## config.mk

```make
export PLATFORM = sky130hd
export DESIGN_NAME = eased_frame_ramp_generator_flat
export DESIGN_NICKNAME = d
export VERILOG_FILES = /design/src/rtl/efr_pkg.sv /design/src/rtl/efr_if.sv /design/src/rtl/eased_frame_ramp_generator.sv /design/src/rtl/efr_ctrl.sv /design/src/rtl/efr_datapath.sv /design/src/flat_wrapper.sv
export SDC_FILE = /design/constraint.sdc
export NUM_CORES = 2
export LEC_CHECK = 0
export ABC_CLOCK_PERIOD_IN_PS = 11800
export BUFFER_PORTS_ARGS = -buffer_cell sky130_fd_sc_hd__buf_2
export CORE_UTILIZATION = 48
export DETAILED_ROUTE_END_ITERATION = 8
export GPL_TIMING_DRIVEN = 0
export HOLD_SLACK_MARGIN = 0.15
export MAX_ROUTING_LAYER = met4
export PLACE_DENSITY = 0.74
export SETUP_SLACK_MARGIN = 0.5
export SYNTH_ARGS = -nofsm -noshare
export SYNTH_HDL_FRONTEND = slang
export SYNTH_SLANG_ARGS = --single-unit
```

## constraint.sdc

```tcl
create_clock -name clock -period 11.8 [get_ports clock]
set_input_delay 1.18 -clock clock [delete_from_list [all_inputs] [get_ports clock]]
set_output_delay 1.18 -clock clock [all_outputs]
set_load 0.03 [all_outputs]
```

## src/rtl/efr_pkg.sv

```systemverilog
`default_nettype none
package efr_pkg;

   localparam int unsigned FRACTION_BITS_DEF = 16;

   localparam int unsigned FRAME_CFG_W = 16;
   localparam int unsigned DUR_W       = 24;
   localparam int unsigned MODE_W      = 3;
   localparam int unsigned DELAY_W     = 16;
   localparam int unsigned FRAME_W     = 24;
   localparam int unsigned ELAPSED_W   = 26;
   localparam int unsigned MOD_STEPS   = ELAPSED_W - 1;

   localparam int unsigned CSR_INDEX_W = 2;
   localparam int unsigned CSR_DATA_W  = 24;

   localparam logic [CSR_INDEX_W-1:0] CSR_MIN_FRAME = 2'd0;
   localparam logic [CSR_INDEX_W-1:0] CSR_MAX_FRAME = 2'd1;
   localparam logic [CSR_INDEX_W-1:0] CSR_DURATION  = 2'd2;
   localparam logic [CSR_INDEX_W-1:0] CSR_MODE      = 2'd3;

   localparam logic [MODE_W-1:0] MODE_LINEAR = 3'd0;
   localparam logic [MODE_W-1:0] MODE_LOOP   = 3'd1;
   localparam logic [MODE_W-1:0] MODE_TURN   = 3'd2;
   localparam logic [MODE_W-1:0] MODE_ACCEL  = 3'd3;
   localparam logic [MODE_W-1:0] MODE_DECEL  = 3'd4;

   typedef struct packed {
      logic capture;
      logic load_mod;
      logic load_div;
      logic step;
      logic shape;
      logic scale;
      logic finish;
   } cmd_type;

   typedef struct packed {
      logic need_mod;
      logic need_div;
   } sts_type;

endpackage
`default_nettype wire

```

## src/rtl/efr_if.sv

```systemverilog
`default_nettype none
interface efr_req_if;
   import efr_pkg::*;
   logic               valid;
   logic               ready;
   logic               start_req;
   logic [DELAY_W-1:0] start_delay;
   logic               stop;
   modport source (output valid, start_req, start_delay, stop, input ready);
   modport sink   (input valid, start_req, start_delay, stop, output ready);
endinterface

interface efr_rsp_if;
   import efr_pkg::*;
   logic                      valid;
   logic                      ready;
   logic signed [FRAME_W-1:0] frame_value;
   logic                      running;
   modport source (output valid, frame_value, running, input ready);
   modport sink   (input valid, frame_value, running, output ready);
endinterface
`default_nettype wire

```

## src/rtl/eased_frame_ramp_generator.sv

```systemverilog
// Eased frame ramp generator.
// req_if carries one item per time tick: start_req (restart with start_delay
// ticks of wait), start_delay and stop. rsp_if returns exactly one item per
// tick: frame_value (signed, 8 fractional bits) and running.
// Both channels use valid/ready; an item moves when both are high.
// csr_wr_en/csr_index/csr_wdata write min_frame (0), max_frame (1),
// duration_ticks (2) and ramp_mode (3); write only while no tick is pending.
// One item is worked at a time. The steps for an item, by case:
//    loop and turn modes, active non-degenerate ramp, positive elapsed count:
//       a 25-step modulo pass, then a FRACTION_BITS+1 step divide, both on
//       one shift-subtract unit, then square and scale
//    other loop and turn ticks with a positive elapsed count and a nonzero
//       duration: the modulo pass but no divide, then square and scale
//    one-shot modes inside the ramp: the divide, then square and scale
//    all other ticks: square and scale only
// The next item is taken only once the block has finished the last one
// and is back in idle.
// The result sits in an output register; a new item is accepted while it
// waits, and a stalled receiver only holds the block at its final step.
// Synchronous reset clears the configuration, elapsed count, flag and held frame.
`default_nettype none
module eased_frame_ramp_generator #(
   parameter int unsigned FRACTION_BITS = efr_pkg::FRACTION_BITS_DEF
) (
   input  logic                             clock,
   input  logic                             reset,
   efr_req_if.sink                          req_if,
   efr_rsp_if.source                        rsp_if,
   input  logic                             csr_wr_en,
   input  logic [efr_pkg::CSR_INDEX_W-1:0]  csr_index,
   input  logic [efr_pkg::CSR_DATA_W-1:0]   csr_wdata
);
   import efr_pkg::*;

   cmd_type cmd;
   sts_type sts;

   efr_ctrl #(
      .FRACTION_BITS (FRACTION_BITS)
   ) u_ctrl (
      .clock     (clock),
      .reset     (reset),
      .req_valid (req_if.valid),
      .req_ready (req_if.ready),
      .rsp_valid (rsp_if.valid),
      .rsp_ready (rsp_if.ready),
      .sts       (sts),
      .cmd       (cmd)
   );

   efr_datapath #(
      .FRACTION_BITS (FRACTION_BITS)
   ) u_datapath (
      .clock           (clock),
      .reset           (reset),
      .csr_wr_en       (csr_wr_en),
      .csr_index       (csr_index),
      .csr_wdata       (csr_wdata),
      .req_start_req   (req_if.start_req),
      .req_start_delay (req_if.start_delay),
      .req_stop        (req_if.stop),
      .cmd             (cmd),
      .sts             (sts),
      .rsp_frame_value (rsp_if.frame_value),
      .rsp_running     (rsp_if.running)
   );

endmodule
`default_nettype wire

```

## src/rtl/efr_ctrl.sv

```systemverilog
`default_nettype none
module efr_ctrl #(
   parameter int unsigned FRACTION_BITS = efr_pkg::FRACTION_BITS_DEF
) (
   input  logic             clock,
   input  logic             reset,
   input  logic             req_valid,
   output logic             req_ready,
   output logic             rsp_valid,
   input  logic             rsp_ready,
   input  efr_pkg::sts_type sts,
   output efr_pkg::cmd_type cmd
);
   import efr_pkg::*;

   localparam int unsigned DIV_STEPS = FRACTION_BITS + 1;
   localparam int unsigned MAX_STEPS = (DIV_STEPS > MOD_STEPS) ? DIV_STEPS : MOD_STEPS;
   localparam int unsigned CNT_W     = $clog2(MAX_STEPS);
   localparam logic [CNT_W-1:0] MOD_LAST = CNT_W'(MOD_STEPS - 1);
   localparam logic [CNT_W-1:0] DIV_LAST = CNT_W'(DIV_STEPS - 1);

   typedef enum logic [7:0] {
      ST_IDLE  = 8'b0000_0001,
      ST_EVAL  = 8'b0000_0010,
      ST_MOD   = 8'b0000_0100,
      ST_LDIV  = 8'b0000_1000,
      ST_DIV   = 8'b0001_0000,
      ST_SHAPE = 8'b0010_0000,
      ST_SCALE = 8'b0100_0000,
      ST_DONE  = 8'b1000_0000
   } state_type;

   state_type        state_ff, state_in;
   logic [CNT_W-1:0] cnt_ff, cnt_in;
   logic             rsp_valid_ff, rsp_valid_in;

   always_comb begin
      state_in     = state_ff;
      cnt_in       = cnt_ff;
      rsp_valid_in = rsp_valid_ff & ~rsp_ready;
      cmd          = '0;
      case (state_ff)
         ST_IDLE: begin
            if (req_valid) begin
               cmd.capture = 1'b1;
               state_in    = ST_EVAL;
            end
         end
         ST_EVAL: begin
            cnt_in = '0;
            if (sts.need_mod) begin
               cmd.load_mod = 1'b1;
               state_in     = ST_MOD;
            end else if (sts.need_div) begin
               cmd.load_div = 1'b1;
               state_in     = ST_DIV;
            end else begin
               state_in = ST_SHAPE;
            end
         end
         ST_MOD: begin
            cmd.step = 1'b1;
            cnt_in   = cnt_ff + 1'b1;
            if (cnt_ff == MOD_LAST) begin
               cnt_in   = '0;
               state_in = ST_LDIV;
            end
         end
         ST_LDIV: begin
            cmd.load_div = 1'b1;
            state_in     = sts.need_div ? ST_DIV : ST_SHAPE;
         end
         ST_DIV: begin
            cmd.step = 1'b1;
            cnt_in   = cnt_ff + 1'b1;
            if (cnt_ff == DIV_LAST) begin
               cnt_in   = '0;
               state_in = ST_SHAPE;
            end
         end
         ST_SHAPE: begin
            cmd.shape = 1'b1;
            state_in  = ST_SCALE;
         end
         ST_SCALE: begin
            cmd.scale = 1'b1;
            state_in  = ST_DONE;
         end
         ST_DONE: begin
            // hold until the output register is free
            if (!rsp_valid_ff || rsp_ready) begin
               cmd.finish   = 1'b1;
               rsp_valid_in = 1'b1;
               state_in     = ST_IDLE;
            end
         end
         default: begin
            state_in = ST_IDLE;
         end
      endcase
   end

   always_ff @(posedge clock) begin
      if (reset) begin
         state_ff     <= ST_IDLE;
         cnt_ff       <= '0;
         rsp_valid_ff <= 1'b0;
      end else begin
         state_ff     <= state_in;
         cnt_ff       <= cnt_in;
         rsp_valid_ff <= rsp_valid_in;
      end
   end

   assign req_ready = (state_ff == ST_IDLE);
   assign rsp_valid = rsp_valid_ff;

endmodule
`default_nettype wire

```

## src/rtl/efr_datapath.sv

```systemverilog
`default_nettype none
module efr_datapath #(
   parameter int unsigned FRACTION_BITS = efr_pkg::FRACTION_BITS_DEF
) (
   input  logic                                  clock,
   input  logic                                  reset,
   input  logic                                  csr_wr_en,
   input  logic [efr_pkg::CSR_INDEX_W-1:0]       csr_index,
   input  logic [efr_pkg::CSR_DATA_W-1:0]        csr_wdata,
   input  logic                                  req_start_req,
   input  logic [efr_pkg::DELAY_W-1:0]           req_start_delay,
   input  logic                                  req_stop,
   input  efr_pkg::cmd_type                      cmd,
   output efr_pkg::sts_type                      sts,
   output logic signed [efr_pkg::FRAME_W-1:0]    rsp_frame_value,
   output logic                                  rsp_running
);
   import efr_pkg::*;

   localparam int unsigned F   = FRACTION_BITS;
   localparam int unsigned SW  = F + 1;
   localparam int unsigned UW  = ELAPSED_W - 1;
   localparam int unsigned PW  = FRAME_CFG_W + SW;
   localparam logic [SW-1:0] ONE = {1'b1, {F{1'b0}}};
   localparam logic signed [ELAPSED_W-1:0] ELAPSED_MAX = {1'b0, {UW{1'b1}}};

   // configuration
   logic signed [FRAME_CFG_W-1:0] min_ff, max_ff;
   logic [DUR_W-1:0]              dur_ff;
   logic [MODE_W-1:0]             mode_ff;

   // ramp state
   logic signed [ELAPSED_W-1:0] elapsed_ff, elapsed_in;
   logic                        active_ff, active_in;
   logic signed [FRAME_W-1:0]   held_ff;

   // captured item
   logic               start_ff, stop_ff;
   logic [DELAY_W-1:0] delay_ff;

   // shift-subtract unit
   logic [UW-1:0] rem_ff, dvd_ff, div_ff, c_ff;
   logic [SW-1:0] quo_ff;

   logic [2*SW-1:0] sqr_ff;
   logic [SW-1:0]   s_ff;
   logic [PW-1:0]   prod_ff;

   logic signed [FRAME_W-1:0] frame_ff;
   logic                      running_ff;

   logic signed [ELAPSED_W-1:0] e0, e1, dur_s;
   logic                        act0, e_pos, e_lt_dur, looped, degen, wrap;
   logic [UW-1:0]               per, num, dur_u;
   logic [ELAPSED_W-1:0]        t_sh, diff, cp1;
   logic                        ge;
   logic [SW-1:0]               s_sel, s_sq, sq_sh, s_fin;
   logic signed [FRAME_CFG_W:0] range_s;
   logic [FRAME_CFG_W-1:0]      mag;
   logic                        neg;
   logic [FRAME_W-1:0]          off, base;
   logic signed [FRAME_W-1:0]   frame_calc, frame_fin;

   always_comb begin
      e0       = start_ff ? $signed(ELAPSED_W'(0) - {{(ELAPSED_W-DELAY_W){1'b0}}, delay_ff})
                          : elapsed_ff;
      act0     = start_ff | active_ff;
      dur_s    = $signed({{(ELAPSED_W-DUR_W){1'b0}}, dur_ff});
      dur_u    = {{(UW-DUR_W){1'b0}}, dur_ff};
      e_pos    = (e0 > $signed(ELAPSED_W'(0)));
      e_lt_dur = (e0 < dur_s);
      looped   = (mode_ff == MODE_LOOP) || (mode_ff == MODE_TURN);
      degen    = (dur_ff == '0) || (min_ff == max_ff);
      wrap     = looped && (dur_ff != '0);
      per      = (mode_ff == MODE_LOOP) ? dur_u : {dur_ff, 1'b0};

      sts.need_mod = wrap && e_pos;
      if (degen) begin
         sts.need_div = 1'b0;
      end else if (looped) begin
         sts.need_div = act0 && e_pos;
      end else begin
         sts.need_div = act0 && e_pos && e_lt_dur;
      end

      // numerator of the phase fraction, never above the duration
      if (mode_ff == MODE_LOOP) begin
         num = rem_ff;
      end else if (mode_ff == MODE_TURN) begin
         num = (rem_ff <= dur_u) ? rem_ff : per - rem_ff;
      end else begin
         num = e0[UW-1:0];
      end

      t_sh = {rem_ff, dvd_ff[UW-1]};
      diff = t_sh - {1'b0, div_ff};
      ge   = (t_sh >= {1'b0, div_ff});

      if (!looped && (!act0 || !e_lt_dur)) begin
         s_sel = ONE;
      end else if (!looped && !e_pos) begin
         s_sel = '0;
      end else begin
         s_sel = quo_ff;
      end
      s_sq = (mode_ff == MODE_DECEL) ? ONE - s_sel : s_sel;

      sq_sh = sqr_ff[2*F:F];
      if (mode_ff == MODE_ACCEL) begin
         s_fin = sq_sh;
      end else if (mode_ff == MODE_DECEL) begin
         s_fin = ONE - sq_sh;
      end else begin
         s_fin = s_ff;
      end

      range_s = $signed({max_ff[FRAME_CFG_W-1], max_ff}) - $signed({min_ff[FRAME_CFG_W-1], min_ff});
      neg     = range_s[FRAME_CFG_W];
      mag     = neg ? FRAME_CFG_W'(-range_s) : range_s[FRAME_CFG_W-1:0];

      off        = prod_ff[F+15:F-8];
      base       = {min_ff, 8'h00};
      frame_calc = $signed(neg ? base - off : base + off);
      if (degen) begin
         frame_fin = $signed({max_ff, 8'h00});
      end else if (looped && !(act0 && e_pos)) begin
         frame_fin = held_ff;
      end else begin
         frame_fin = frame_calc;
      end

      active_in = act0;
      if (degen || (!looped && (!act0 || !e_lt_dur)) || stop_ff) begin
         active_in = 1'b0;
      end

      e1  = (e0 != ELAPSED_MAX) ? e0 + $signed(ELAPSED_W'(1)) : e0;
      cp1 = {1'b0, c_ff} + ELAPSED_W'(1);
      if (wrap && e_pos) begin
         if (e0 == ELAPSED_MAX) begin
            elapsed_in = $signed({1'b0, c_ff});
         end else if (cp1 == {1'b0, per}) begin
            elapsed_in = '0;
         end else begin
            elapsed_in = $signed(cp1);
         end
      end else if (wrap && (e1 == $signed(ELAPSED_W'(1))) && (per == UW'(1))) begin
         elapsed_in = '0;
      end else begin
         elapsed_in = e1;
      end
   end

   always_ff @(posedge clock) begin
      if (reset) begin
         min_ff     <= '0;
         max_ff     <= '0;
         dur_ff     <= '0;
         mode_ff    <= MODE_LINEAR;
         elapsed_ff <= '0;
         active_ff  <= 1'b0;
         held_ff    <= '0;
      end else begin
         if (csr_wr_en) begin
            case (csr_index)
               CSR_MIN_FRAME: min_ff  <= $signed(csr_wdata[FRAME_CFG_W-1:0]);
               CSR_MAX_FRAME: max_ff  <= $signed(csr_wdata[FRAME_CFG_W-1:0]);
               CSR_DURATION:  dur_ff  <= csr_wdata[DUR_W-1:0];
               CSR_MODE:      mode_ff <= csr_wdata[MODE_W-1:0];
               default:       mode_ff <= mode_ff;
            endcase
         end
         if (cmd.finish) begin
            elapsed_ff <= elapsed_in;
            active_ff  <= active_in;
            held_ff    <= frame_fin;
         end
      end
   end

   always_ff @(posedge clock) begin
      if (cmd.capture) begin
         start_ff <= req_start_req;
         delay_ff <= req_start_delay;
         stop_ff  <= req_stop;
      end
      if (cmd.load_mod) begin
         rem_ff <= '0;
         dvd_ff <= e0[UW-1:0];
         div_ff <= per;
      end else if (cmd.load_div) begin
         c_ff   <= rem_ff;
         rem_ff <= num >> 1;
         dvd_ff <= {num[0], {(UW-1){1'b0}}};
         div_ff <= dur_u;
         quo_ff <= '0;
      end else if (cmd.step) begin
         rem_ff <= ge ? diff[UW-1:0] : t_sh[UW-1:0];
         dvd_ff <= {dvd_ff[UW-2:0], 1'b0};
         quo_ff <= {quo_ff[SW-2:0], ge};
      end
      if (cmd.shape) begin
         s_ff   <= s_sel;
         sqr_ff <= s_sq * s_sq;
      end
      if (cmd.scale) begin
         prod_ff <= mag * s_fin;
      end
      if (cmd.finish) begin
         frame_ff   <= frame_fin;
         running_ff <= active_in;
      end
   end

   assign rsp_frame_value = frame_ff;
   assign rsp_running     = running_ff;

endmodule
`default_nettype wire

```

## src/flat_wrapper.sv

```systemverilog
// flat-port wrapper written by rule: the top's interface ports become plain ports
module eased_frame_ramp_generator_flat import efr_pkg::*;
#(
   parameter int unsigned FRACTION_BITS = efr_pkg::FRACTION_BITS_DEF
)
  (clock, reset, csr_wr_en, csr_index, csr_wdata, req_if_valid, req_if_start_req, req_if_start_delay, req_if_stop, req_if_ready, rsp_if_valid, rsp_if_frame_value, rsp_if_running, rsp_if_ready);
  efr_req_if req_if_i ();
  efr_rsp_if rsp_if_i ();
  input  logic clock;
  input  logic reset;
  input  logic csr_wr_en;
  input  logic [efr_pkg::CSR_INDEX_W-1:0] csr_index;
  input  logic [efr_pkg::CSR_DATA_W-1:0] csr_wdata;
  input wire logic [$bits(req_if_i.valid)-1:0] req_if_valid;
  input wire logic [$bits(req_if_i.start_req)-1:0] req_if_start_req;
  input wire logic [$bits(req_if_i.start_delay)-1:0] req_if_start_delay;
  input wire logic [$bits(req_if_i.stop)-1:0] req_if_stop;
  output wire logic [$bits(req_if_i.ready)-1:0] req_if_ready;
  output wire logic [$bits(rsp_if_i.valid)-1:0] rsp_if_valid;
  output wire logic [$bits(rsp_if_i.frame_value)-1:0] rsp_if_frame_value;
  output wire logic [$bits(rsp_if_i.running)-1:0] rsp_if_running;
  input wire logic [$bits(rsp_if_i.ready)-1:0] rsp_if_ready;
  assign req_if_i.valid = req_if_valid;
  assign req_if_i.start_req = req_if_start_req;
  assign req_if_i.start_delay = req_if_start_delay;
  assign req_if_i.stop = req_if_stop;
  assign req_if_ready = req_if_i.ready;
  assign rsp_if_valid = rsp_if_i.valid;
  assign rsp_if_frame_value = rsp_if_i.frame_value;
  assign rsp_if_running = rsp_if_i.running;
  assign rsp_if_i.ready = rsp_if_ready;
  eased_frame_ramp_generator #(.FRACTION_BITS(FRACTION_BITS)) u_core (.clock(clock), .reset(reset), .req_if(req_if_i), .rsp_if(rsp_if_i), .csr_wr_en(csr_wr_en), .csr_index(csr_index), .csr_wdata(csr_wdata));
endmodule
```

==> results.cfg <==
[global_routing]
overflow = 0
grt_max_degree = 35
antenna_found_initial = 0
grt_pass1_vias = 35223
grt_usage_pct = 30.47
grt_pass1_wl_um = 198600

[route]
wl_met1_um = 53250
dr.max_layer_used = met4
via_per_inst = 5.911
drc = 0
ant_nets = 0
first_pass_iters = 8
wl_um = 128900
drt_iter0_markers = 3890
wire_per_inst_um = 20.98
route.vias.total = 36303
wl_met2_um = 56120
met3_length_um = 13000

[sta]
slew_headroom_pct = 14.62
min_period_ns = 11.13
grt_setup_unrepaired = yes
hold_violations = 0
fmaxAchievable_mhz = 89.83
period_share_pct = 94.34
finalClockSkew_ns = 0.05480
finalSetupViolCount = 0
worst_hold_slack_ns = 0.4577
slew_viol_final = 0
tightest_slew_ns = 1.278

[synth]
syn_area_um2 = 40750
async_flop_share_pct = 0
yosysMostFrequentCell = inv_1
yosysWarnings = 0
synth_nets = 5617
dominantRegCellSynth = edfxtp_1
netlist_top_cells_count = inv_1 (705), nand2_1 (588), nor2_1 (408), fa_1 (398), ha_1 (352)
synth_top_area_share_pct = 19.55
syn_avg_cell_area_um2 = 8.459
synth.distinct_cells = 103
yosys.area.top_type = fa_1
ys_ff_latch = 342
synth_cells = 4818
synthTopCellsByArea = fa_1 (20%), edfxtp_1 (14%), ha_1 (11%)
seq_area_frac_synth_pct = 21.54
synth-edff-count = 193

[worst_setup_path]
crit_type = reg -> reg
reg2reg_depth = 48
r2r_setup_slack_ns = 0.67
required_ns = 12.08
slowest_delay_ns = 0.58
slowest_stage = fa_2
timing.rr.start = u_core.u_datapath.delay_ff[7]
critPathLaunchType = flop
arrival_ns = 11.41
crit_fanout = 9
end_kind = flop
r2r-end = u_core.u_datapath.sqr_ff[26]

[worst_hold_path]
whs_path_depth = 2
hold_path_end = u_core.u_datapath.held_ff[3]
hp-start = u_core.u_datapath.held_ff[3]
hp-class = reg -> reg

[final_layout]
fillers = 7717
syn_to_final_growth_pct = 10.34
layout-drive-gt1-share_pct = 8.427
n_antenna_cell = 0
nNetsFinal = 5780

[clock_tree]
cts-root-to-sink-buffers = 3
cts_tree = done
insertion_delay_ns = 0.59
htreeDepth = 2
cts_made_buffers = 37
clkTransAtPathRegs_ns = 0.06
cts_root_buffer = clkbuf_16
clkSinkCount = 342

[placed_design]
gp_congestion = 1.070
io_buffers = 75
dp_hpwl_um = 102900

[floorplanning]
ios = 76
die_h_um = 293.4
num_rows = 106
start_util_pct = 48.62
fp.dieW_um = 293.4
core_um2 = 83820
die-area_um2 = 86070

[outcome]
outcome = finished, final reports clean

[run]
maxCapViolations = 0
-- metrics by stage --
stage	TNS (ns)	instance area, um2	worst slack [ns]	utilization (%)	std cells
global placement	-35.01	42550	-2.291	50.76	6027
CTS	0	44460	0.4773	53.04	6116
global route	0	44970	0.3640	53.65	6142
detailed placement	-35.47	42580	-2.274	50.80	6029
floorplan	0	40750	0.6360	-	4818
finish	0	44970	0.6678	53.65	6142
-- flip-flops by register name (all words and copies together) (netlist names), 18 cells and up --
name and flops:
u_core.u_datapath.dvd_ff 25, u_core.u_datapath.dur_ff 24, u_core.u_datapath.elapsed_ff 26, u_core.u_datapath.held_ff 24
u_core.u_datapath.div_ff 25, u_core.u_datapath.prod_ff 24, u_core.u_datapath.rem_ff 25, u_core.u_datapath.sqr_ff 18
u_core.u_datapath.rsp_frame_value 24, u_core.u_datapath.c_ff 25
-- timing repair --
item                       in CTS  in global routing
cloned                          1                  0
hold buffers                    0                  0
setup buffers                  20                 26
resized for setup             105                 83
pin swaps                      21                 40
setup endpoints to repair      30                 30
-- layout make-up --
cell class | count | area, um2 | area share (%)
plain buffers | 211 | 983.4 | 2.187
clock buffers | 47 | 1057 | 2.351
clock inverters | 19 | 239.0 | 0.5315
inverters | 728 | 2746 | 6.108
multi-input cells | 3537 | 28960 | 64.41
flip-flops and latches | 342 | 8778 | 19.52
well taps | 1134 | 1419 | 3.155
repair buffers | 124 | 779.5 | 1.733
-- cells in the final DEF (no fill, tap or decap), drive strengths merged, types with 41 or more instances in the layout --
cell type / synthesis / routed
buf: 55 / 179
nor2b: 67 / 67
mux2i: 57 / 57
nor4: 46 / 46
dfxtp: 149 / 149
fa: 398 / 398
a31oi: 41 / 41
nor2: 408 / 408
nand3: 96 / 96
and2: 50 / 50
ha: 352 / 352
nand2b: 59 / 59
clkbuf: 156 / 203
nand4: 55 / 55
nand2: 591 / 591
nor3: 76 / 76
o21ai: 159 / 159
inv: 725 / 725
edfxtp: 193 / 193
xor2: 59 / 59
xnor2: 142 / 142
a21o: 63 / 63
a21oi: 309 / 309
-- routing by layer --
metal  vias up  GRT usage, %
met2      1919         45.82
met5         -             -
met3       362         5.234
li1      16566             -
met4         0         13.94
met1     17456         40.11
-- critical path: cells and delay by family, from the launching register on --
family	cells	cell delay, ns
DFF	1	0.40
adders and majority gates	9	3.69
and+or+nand+nor	16	3.48
buffers and inverters	14	1.53
AOI/OAI and AO/OA	7	1.34
xor gates and xnor gates	2	0.37
-- logic make-up (layout without fill, tap and decap cells) --
kind of cell	Yosys count	in the layout	share of synthesized area, %
DFF	342	342	21.54
buffers and inverters	939	1129	8.836
muxes	61	61	1.510
AOI/OAI and AO/OA	923	923	15.01
and+or+nand+nor	1601	1601	18.37
xor gates and xnor gates	202	202	4.378
adders and majority gates	750	750	30.36
-- worst max path at each step --
| stage | from | to | slack [ns] |
|---|---|---|---|
| after detailed placement | u_core.u_datapath.delay_ff[5] | u_core.u_datapath.sqr_ff[26] | -2.27 |
| after global routing | u_core.u_datapath.start_ff | u_core.u_datapath.sqr_ff[26] | 0.36 |
| after global placement | u_core.u_datapath.delay_ff[5] | u_core.u_datapath.sqr_ff[26] | -2.29 |
| final | u_core.u_datapath.delay_ff[7] | u_core.u_datapath.sqr_ff[26] | 0.67 |
| after CTS | u_core.u_datapath.delay_ff[5] | u_core.u_datapath.sqr_ff[26] | 0.48 |
| after floorplan | u_core.u_datapath.delay_ff[5] | u_core.u_datapath.sqr_ff[26] | 0.64 |
Power is left out: the tool's default activity adds up to more than one toggle a clock period on the data nets, which glitch-free logic cannot reach.
